===== config.mk =====
export PLATFORM = sky130hd
export DESIGN_NAME = charlieplex_breathing_led_pwm
export DESIGN_NICKNAME = d
export VERILOG_FILES = /design/src/rtl/cblp_pkg.sv /design/src/rtl/charlieplex_breathing_led_pwm.sv
export SDC_FILE = /design/constraint.sdc
export NUM_CORES = 1
export LEC_CHECK = 0
export ABC_AREA = 1
export BUFFER_PORTS_ARGS = -buffer_cell sky130_fd_sc_hd__buf_2
export CAP_MARGIN = 0
export CORE_MARGIN = 2
export CORE_UTILIZATION = 60
export DETAILED_ROUTE_END_ITERATION = 8
export PLACE_DENSITY = 0.88
export SETUP_SLACK_MARGIN = 0.4
export SYNTH_ARGS = -nofsm -noshare
export SYNTH_HDL_FRONTEND = slang
export SYNTH_SLANG_ARGS = --single-unit

===== constraint.sdc =====
create_clock -name clk -period 5.37 [get_ports clk]
set_input_delay 0 -clock clk [delete_from_list [all_inputs] [get_ports clk]]
set_output_delay 0 -clock clk [all_outputs]
set_load 0.01 [all_outputs]

===== src/rtl/cblp_pkg.sv =====
// Constants, tables and state types for the charlieplexed breathing LED driver.
`default_nettype none

package cblp_pkg;

  localparam int unsigned LED_SLOTS     = 6;
  localparam int unsigned SLOT_W        = 3;
  localparam int unsigned PIN_W         = 3;
  localparam int unsigned DUTY_W        = 8;
  localparam int unsigned INTERVAL_W    = 16;
  localparam int unsigned PHASE_W       = 4;

  localparam logic [SLOT_W-1:0]     LAST_SLOT      = 3'd5;
  localparam logic [INTERVAL_W-1:0] INTERVAL_RESET = 16'd2048;
  localparam logic [PHASE_W-1:0]    PHASE_RESET    = 4'd4;
  localparam logic [PHASE_W-1:0]    PHASE_TOP      = 4'd4;
  localparam logic [PHASE_W-1:0]    PHASE_BOTTOM   = 4'hD;   // -3
  localparam logic [PHASE_W-1:0]    PHASE_MIN_NEG  = 4'h8;   // -8
  localparam logic [DUTY_W-1:0]     DUTY_FULL      = 8'd255;
  localparam logic [DUTY_W-1:0]     DUTY_OFF       = 8'd0;

  typedef logic [SLOT_W-1:0] slot_t;
  typedef logic [PIN_W-1:0]  pins_t;
  typedef logic [DUTY_W-1:0] duty_t;

  typedef struct packed {
    pins_t level;
    pins_t direction;
    slot_t slot_index;
  } drive_word_t;

  // Output enable pattern of each slot.
  function automatic pins_t dir_of(input slot_t s);
    pins_t d;
    case (s)
      3'd0, 3'd1: d = 3'b011;
      3'd2, 3'd3: d = 3'b101;
      3'd4, 3'd5: d = 3'b110;
      default:    d = 3'b000;
    endcase
    return d;
  endfunction

  // Drive level of each slot when lit.
  function automatic pins_t lvl_of(input slot_t s);
    pins_t l;
    case (s)
      3'd0, 3'd3: l = 3'b001;
      3'd1, 3'd4: l = 3'b010;
      3'd2, 3'd5: l = 3'b100;
      default:    l = 3'b000;
    endcase
    return l;
  endfunction

  // Sine brightness by phase magnitude, saturating past the last entry.
  function automatic duty_t sine_of(input logic [PHASE_W-1:0] mag);
    duty_t v;
    case (mag)
      4'd0:    v = 8'd0;
      4'd1:    v = 8'd49;
      4'd2:    v = 8'd141;
      4'd3:    v = 8'd212;
      default: v = 8'd255;
    endcase
    return v;
  endfunction

endpackage

`default_nettype wire


===== src/rtl/charlieplex_breathing_led_pwm.sv =====
// Top level of the charlieplexed breathing LED PWM driver.
//
//  channel   | direction | payload
//  ----------+-----------+-------------------------------------------------
//  s_axis    | in        | tdata[0] tick
//  m_axis    | out       | tdata slot_index, pin_direction, pin_level; tlast
//  cfg       | in        | cfg_wr_data interval_ticks, written on cfg_wr_en
//
// A tick request yields six drive words, one per cycle while the output is
// not stalled; the slot counter feeding the output register steps through them.
// The next tick is taken on the same edge that loads slot five, so runs
// follow with no gap. A zero tick is taken and yields nothing.
// Reset (rst, synchronous) clears the sequencer, output valid and LED state.
// Output stalls hold the output register and the slot counter.
`default_nettype none

module charlieplex_breathing_led_pwm (
  input  wire logic        clk,
  input  wire logic        rst,
  input  wire logic        s_axis_tvalid,
  output logic             s_axis_tready,
  input  wire logic [7:0]  s_axis_tdata,   // [0] tick, [7:1] zero
  output logic             m_axis_tvalid,
  input  wire logic        m_axis_tready,
  output logic [15:0]      m_axis_tdata,   // [2:0] slot_index, [5:3] pin_direction,
                                           // [8:6] pin_level, [15:9] zero
  output logic             m_axis_tlast,   // last_slot
  input  wire logic        cfg_wr_en,
  input  wire logic [15:0] cfg_wr_data     // interval_ticks
);

  logic [cblp_pkg::INTERVAL_W-1:0] interval_ticks;
  logic [cblp_pkg::DUTY_W-1:0]     pwm_phase;
  logic [cblp_pkg::INTERVAL_W-1:0] interval_count;
  logic [cblp_pkg::PHASE_W-1:0]    breathe_phase;
  logic                            alternate_mode;

  logic                active;
  cblp_pkg::slot_t     slot;
  logic                out_valid;
  cblp_pkg::drive_word_t out_word;
  logic                out_last;

  logic                load;
  logic                run_end;
  logic                in_accept;
  logic [cblp_pkg::PHASE_W-1:0]    mag;
  cblp_pkg::duty_t     duty;
  logic                lit;
  cblp_pkg::drive_word_t word_next;
  logic [cblp_pkg::INTERVAL_W:0]   cnt_inc;
  logic                update;

  assign load      = active && (!out_valid || m_axis_tready);
  assign run_end   = load && (slot == cblp_pkg::LAST_SLOT);
  assign s_axis_tready = !active || run_end;
  assign in_accept = s_axis_tvalid && s_axis_tready;

  // Magnitude of the signed breathing phase; -8 saturates like any large one.
  always_comb begin
    if (breathe_phase == cblp_pkg::PHASE_MIN_NEG) begin
      mag = cblp_pkg::PHASE_MIN_NEG;
    end else if (breathe_phase[cblp_pkg::PHASE_W-1]) begin
      mag = -breathe_phase;
    end else begin
      mag = breathe_phase;
    end
  end

  always_comb begin
    case (slot)
      3'd0, 3'd1: duty = cblp_pkg::sine_of(mag);
      3'd2:       duty = alternate_mode ? cblp_pkg::DUTY_OFF : cblp_pkg::DUTY_FULL;
      3'd3:       duty = alternate_mode ? cblp_pkg::DUTY_FULL : cblp_pkg::DUTY_OFF;
      default:    duty = cblp_pkg::DUTY_FULL;
    endcase
  end

  assign lit = pwm_phase < duty;

  always_comb begin
    word_next.slot_index = slot;
    word_next.direction  = cblp_pkg::dir_of(slot);
    word_next.level      = lit ? cblp_pkg::lvl_of(slot) : 3'b000;
  end

  assign cnt_inc = {1'b0, interval_count} + 17'd1;
  assign update  = cnt_inc >= {1'b0, interval_ticks};

  always_ff @(posedge clk) begin
    if (rst) begin
      interval_ticks <= cblp_pkg::INTERVAL_RESET;
    end else if (cfg_wr_en) begin
      interval_ticks <= cfg_wr_data;
    end
  end

  // Slot sequencer
  always_ff @(posedge clk) begin
    if (rst) begin
      active <= 1'b0;
      slot   <= '0;
    end else if (in_accept) begin
      active <= s_axis_tdata[0];
      slot   <= '0;
    end else if (run_end) begin
      active <= 1'b0;
    end else if (load) begin
      slot <= slot + 3'd1;
    end
  end

  // LED state advances once a run's last word is loaded.
  always_ff @(posedge clk) begin
    if (rst) begin
      pwm_phase      <= '0;
      interval_count <= '0;
      breathe_phase  <= cblp_pkg::PHASE_RESET;
      alternate_mode <= 1'b0;
    end else if (run_end) begin
      pwm_phase <= pwm_phase + 8'd1;
      if (update) begin
        interval_count <= '0;
        breathe_phase  <= (breathe_phase == cblp_pkg::PHASE_TOP) ?
                          cblp_pkg::PHASE_BOTTOM : breathe_phase + 4'd1;
        alternate_mode <= !alternate_mode;
      end else begin
        interval_count <= cnt_inc[cblp_pkg::INTERVAL_W-1:0];
      end
    end
  end

  always_ff @(posedge clk) begin
    if (rst) begin
      out_valid <= 1'b0;
    end else if (load) begin
      out_valid <= 1'b1;
    end else if (m_axis_tready) begin
      out_valid <= 1'b0;
    end
  end

  always_ff @(posedge clk) begin
    if (load) begin
      out_word <= word_next;
      out_last <= (slot == cblp_pkg::LAST_SLOT);
    end
  end

  assign m_axis_tvalid = out_valid;
  assign m_axis_tdata  = {7'd0, out_word};
  assign m_axis_tlast  = out_last;

endmodule

`default_nettype wire


# After elaboration in Yosys (flattened, before gate mapping)
# Cells that the tools add are included.
op_classes:
  addsub: 5
  magnitude_cmp: 2
  eq_ne: 10
  muxes: 14
  bitwise_logic: 1
  reduce_logical: 21
op_table:
  columns: ["operator", "count"]
  rows:
  - ["$pmux 8 s4", 1]
  - ["$pmux 8 s3", 1]
  - ["$pmux 3 s3", 2]
  - ["$add 16x1->17 const B", 1]
  - ["$ge 17x16->1", 1]
  - ["$mux 16", 1]
  - ["$mux 8", 2]
  - ["$reduce_or 2->1", 7]
  - ["$mux 4", 3]
  - ["$add 8x1->8 const B", 1]
  - ["$eq 4x2->1 const B", 2]
  - ["$lt 8x8->1", 1]
  - ["$eq 3x2->1 const B", 2]
  - ["$eq 3x3->1 const B", 2]
  - ["$add 4x1->4 const B", 1]
  - ["$eq 4x1->1 const B", 1]
  - ["$eq 4x3->1 const B", 1]
  - ["$eq 4x4->1 const B", 1]
  - ["$logic_not 4->1", 1]
  - ["$mux 1", 4]
  - ["$neg 4->4", 1]
  - ["$reduce_and 2->1", 2]
  - ["$reduce_bool 2->1", 2]
  - ["$add 3x1->3 const B", 1]
  - ["other kinds (6)", 11]
totals:
  regBits: 60
  in_bits: 29
  out_inout_bits: 19
  word_cells: 65

# Logic depth before layout (Yosys ltp)
depth:
  ltp_word: 7
  depth_mapped: 20
  mapped_depth_nobuf: 20

# Worst setup path before layout
# Ideal clock, no wire load.
synth_timing:
  path_kind: "flip-flop to flip-flop"
  startpoint: "reg interval_count[0] (netlist name)"
  endpoint: "reg breathe_phase[0] (netlist name)"
  setup_ns: 0.113
  arrival_ns: 2.546
  t_required_ns: 5.257
  setup_slack_ns: 2.711
  path_stages_with_launch: 19
  path_buffers: 0
  period_less_slack_ns: 2.659
  path_cell_list: "dfxtp_1 > ha_1 > nand3_2 > nor2_2 > nand2_1 > nor2_1 > xor2_1 > inv_1 > ha_1 > a21oi_1 > nor2_1 > a211oi_1 > o21ai_2 > nor2_8 > nand3_4 > nand2_4 > inv_2 > nor2_1 > nor2_1"
synth_via:
  elab_chain_cells: 3
synth_rtl:
  columns: ["item", "line_no", "text"]
  rows:
  - ["start, declared", "charlieplex_breathing_led_pwm.sv:34", "logic [cblp_pkg::INTERVAL_W-1:0] interval_count;"]
  - ["start signal, assigned", "charlieplex_breathing_led_pwm.sv:128", "interval_count <= cnt_inc[cblp_pkg::INTERVAL_W-1:0];"]
  - ["$add 16x1->17", "charlieplex_breathing_led_pwm.sv:87", "assign cnt_inc = {1'b0, interval_count} + 17'd1;"]
  - ["$ge 17x16->1", "charlieplex_breathing_led_pwm.sv:88", "assign update = cnt_inc >= {1'b0, interval_ticks};"]
  - ["$reduce_and 2->1 (no line)", null, null]
  - ["end signal, assigned", "charlieplex_breathing_led_pwm.sv:118", "breathe_phase <= cblp_pkg::PHASE_RESET;"]
  - ["end signal, assigned", "charlieplex_breathing_led_pwm.sv:124", "breathe_phase <= (breathe_phase == cblp_pkg::PHASE_TOP) ?"]
  - ["end, declared", "charlieplex_breathing_led_pwm.sv:35", "logic [cblp_pkg::PHASE_W-1:0] breathe_phase;"]
# Every way passes these cells.
# A chain may end at the register's enable or synchronous reset.

# Worst setup path in the final report
layout_timing:
  startpoint: "reg interval_count[0] (netlist name)"
  endpoint: "reg breathe_phase[2] (netlist name)"
# The elaborated chain is that of the path after synthesis.

==> metrics.csv <==
stage;metric;value;unit
synthesis;synth top area cells;dfxtp_1, ha_1, nand2_1, edfxtp_1, inv_1;
global_route;Global Route Usage Sum;27.2;%
synthesis;mux cell area share after synthesis;0;%
setup_path;worst setup path start;interval_count[0];
synthesis;Yosys top cell by area;dfxtp_1;
placement;post-place setup slack;2140;ps
setup_path;R2R Setup Slk;1990;ps
synthesis;adder-cell share of the synthesized area;12.8;%
clocking;Root Driver;clkbuf_8;
setup_path;CP Capture Point;breathe_phase[2];
setup_path;R2R depth;15;
synthesis;Synth Area in XOR/XNOR;2.54;%
synthesis;area of the mapped netlist;3800;um^2
global_route;largest net degree at the start of global routing;38;
floorplanning;die footprint;6990;um^2
setup_path;Arr. time, crit path;3570;ps
power;LEAKAGE;2.07;nW
sta;RSZ-0062 raised after global routing;no;
power;Worst IR Drop VDD;0.000158;V
layout;Final Instance Area;4430;um^2
sta;Worst-Margin Slew;720;ps
floorplanning;Initial Util;63.1;%
placement;Port Buffer Count;33;
sta;final setup vio count;0;
floorplanning;core area;6030;um^2
sta;fin crit share;62.9;%
clocking;Clk pin slew, worst setup/hold paths;70;ps
detailed_routing;total number of vias;3587;
detailed_routing;number of nets still failing antenna checks after routing;0;
sta;clock skew;11.9;ps
global_route;grt ovf;0;
layout;ratio of cells with drive above 1 in the final layout;13.8;%
global_route;initial antenna violation count;0;
synthesis;largest family of logic cells by synthesized area;simple AND/OR/NAND/NOR gates;
layout;P&R area growth vs syn;16.5;%
clocking;Post-CTS Setup Bufs;0;
clocking;htree depth;3;
detailed_routing;drt drc;0;
floorplanning;I/O pins;48;
sta;Worst Slack Setup Final;1990;ps
sta;final hold vios;0;
synthesis;Yosys top cell area share;26.3;%
detailed_routing;Routed WL;9270;um
floorplanning;Die Width;83.6;um
setup_path;critical path launch point type;register;
synthesis;post-synthesis register bit count;60;
synthesis;leading cell type by number of instances after synthesis;nand2_1;
detailed_routing;routed length per instance;14.5;um
synthesis;Netlist cell types;38;
clocking;CTS tree;done;
synthesis;commonest cells in the netlist;nand2_1, inv_1, nor2_1, dfxtp_1, a21oi_1;
floorplanning;die height;83.6;um
clocking;clk sinks;60;
clocking;Worst-Skew Late Latency;350;ps
global_route;first-pass GRT wire length;15600;um
power;P per Cell Area;238;nW/um^2
synthesis;asr flop ratio synth;0;%
worst_hold_path;Hold Path Class;input port to register;
placement;global placement routability congestion;0.908;
setup_path;r2r startpoint;interval_count[0];
global_route;vias in the first global route;3439;
setup_path;Reg2Reg Capture Point;breathe_phase[2];
sta;max_slew headroom;52.0;%
synthesis;Post-Syn Area per Cell;7.48;um^2
power;Power Total;1.06;mW
clocking;Num CTS Buffers;9;
sta;Slew Limit Fails;0;
clocking;clk buf depth;2;
placement;DP Area;3960;um^2
sta;fin crit period;3380;ps
setup_path;endpoint class of the critical path;register;
layout;diode count;0;
layout;NumNets Final;627;
synthesis;Ys Warns;0;
synthesis;Post-synth EDFFs;10;
detailed_routing;router iterations before antenna repair;5;
sta;Setup TNS Final;0;ps
synthesis;Compound-Gate Fraction of Synth Area;11.7;%
synthesis;sequential area share after synthesis;34.2;%
sta;fmax;296;MHz
status;outcome;complete, no violations;
floorplanning;FP Rows;28;
detailed_routing;drt via density;5.61;
setup_path;Crit Path Category;register to register;
synthesis;ys flop type;dfxtp_1;
setup_path;Critical Path RT;5560;ps
detailed_routing;Iteration-0 DRC Markers;213;
synthesis;simple-gate area share of the yosys netlist;27.7;%
synthesis;cell count after synthesis;508;
job;number of max-cap violations;0;
setup_path;CP Max Fanout;16;
placement;Detailed Place HPWL;5990;um
## power breakdown
part	total, mW	switching [mW]	internal [mW]
Clock	0.497	0.183	0.314
Combinational	0.0846	0.0504	0.0342
Sequential	0.474	0.00439	0.469
Total	1.06	0.238	0.818
## registers in the layout, summed over array words and instances (netlist names)
| name | cells |
|---|---|
| interval_ticks | 16 |
| alternate_mode | 1 |
| m_axis_tvalid | 1 |
| m_axis_tlast | 1 |
| pwm_phase | 8 |
| m_axis_tdata | 9 |
| breathe_phase | 4 |
| slot | 3 |
| active | 1 |
| interval_count | 16 |
## final cells by class
class                           instances  area (um^2)
Multi-Input combinational cell        355         2110
Tap cell                               75         93.8
Sequential cell                        60         1300
Timing Repair Buffer                   55          385
Fill cell                             409         1600
Clock buffer                           13          180
Clock inverter                          3         65.1
Inverter                               78          293
## critical path, stage by stage (launching register included)
cell and delay (ps):
dfxtp_1 420, ha_1 240, nand3_2 170, nor2_2 200, nand2_1 90, nor2_1 120
xor2_1 220, inv_1 80, ha_1 320, nand4_1 100, nor4_1 280, nand2_1 450
nand3_4 300, nand2_4 90, nand2_1 60, nand3_1 60
## stage by stage
step / instances / hold WS [ps] / utilization, %
2_1_floorplan: 514 / 76.1 / -
3_3_place_gp: 601 / 216 / 65.8
3_5_place_dp: 601 / 230 / 65.8
4_1_cts: 639 / 85.5 / 73.5
5_1_grt: 639 / 102 / 73.5
6_report: 639 / 93.5 / 73.5
## cell families after synthesis
logic type | count (synthesis)
flops | 60
xor+xnor | 11
buf+inv | 99
other cells | 1
compound gates | 84
fa+ha+maj | 39
simple gates | 214
## worst min path at each step
stage	from	endpoint	slack, ps	cells past startpoint
floorplan	rst	pwm_phase[5]	80	1
global placement	cfg_wr_data[11]	interval_ticks[11]	220	3
detailed placement	cfg_wr_data[0]	interval_ticks[0]	230	3
CTS	rst	breathe_phase[1]	90	2
global route	rst	breathe_phase[1]	100	2
finish	rst	breathe_phase[1]	90	2
## repair_timing
item / CTS / global route
resized for setup: 0 / 0
hold endpoints to repair: 21 / 0
hold buffers: 22 / 0
## layer usage
metal / routed length [um] / share of wire [%] / track usage (%) / vias up
li1: - / - / - / 1761
met4: 453 / 4.9 / 15.1 / 0
met1: 3670 / 40 / 30.9 / 1643
met2: 4660 / 50 / 47.9 / 137
met5: 0 / 0 / 0 / -
met3: 486 / 5.2 / 5.04 / 46
## cells in the final DEF, fill, tap and decap left out, types with 2 or more instances in the layout
cell / instances
inv_1: 75
nand2_1: 88
xor2_1: 10
buf_2: 33
ha_1: 39
nor2_8: 2
a211oi_1: 3
a21oi_1: 48
nor2_2: 3
clkbuf_8: 11
nor4_1: 2
nor2_1: 51
edfxtp_1: 10
or2_2: 4
inv_2: 3
conb_1: 7
nor3b_1: 2
nand4_1: 25
dlygate4sd3_1: 22
a21oi_2: 3
nand2_4: 2
nand4_2: 2
nand3_1: 15
bufinv_16: 2
nand2_2: 3
o21ai_0: 28
nor3_2: 4
dfxtp_1: 50
nor3_1: 6
No activity file was read; power rests on OpenSTA's default activity.
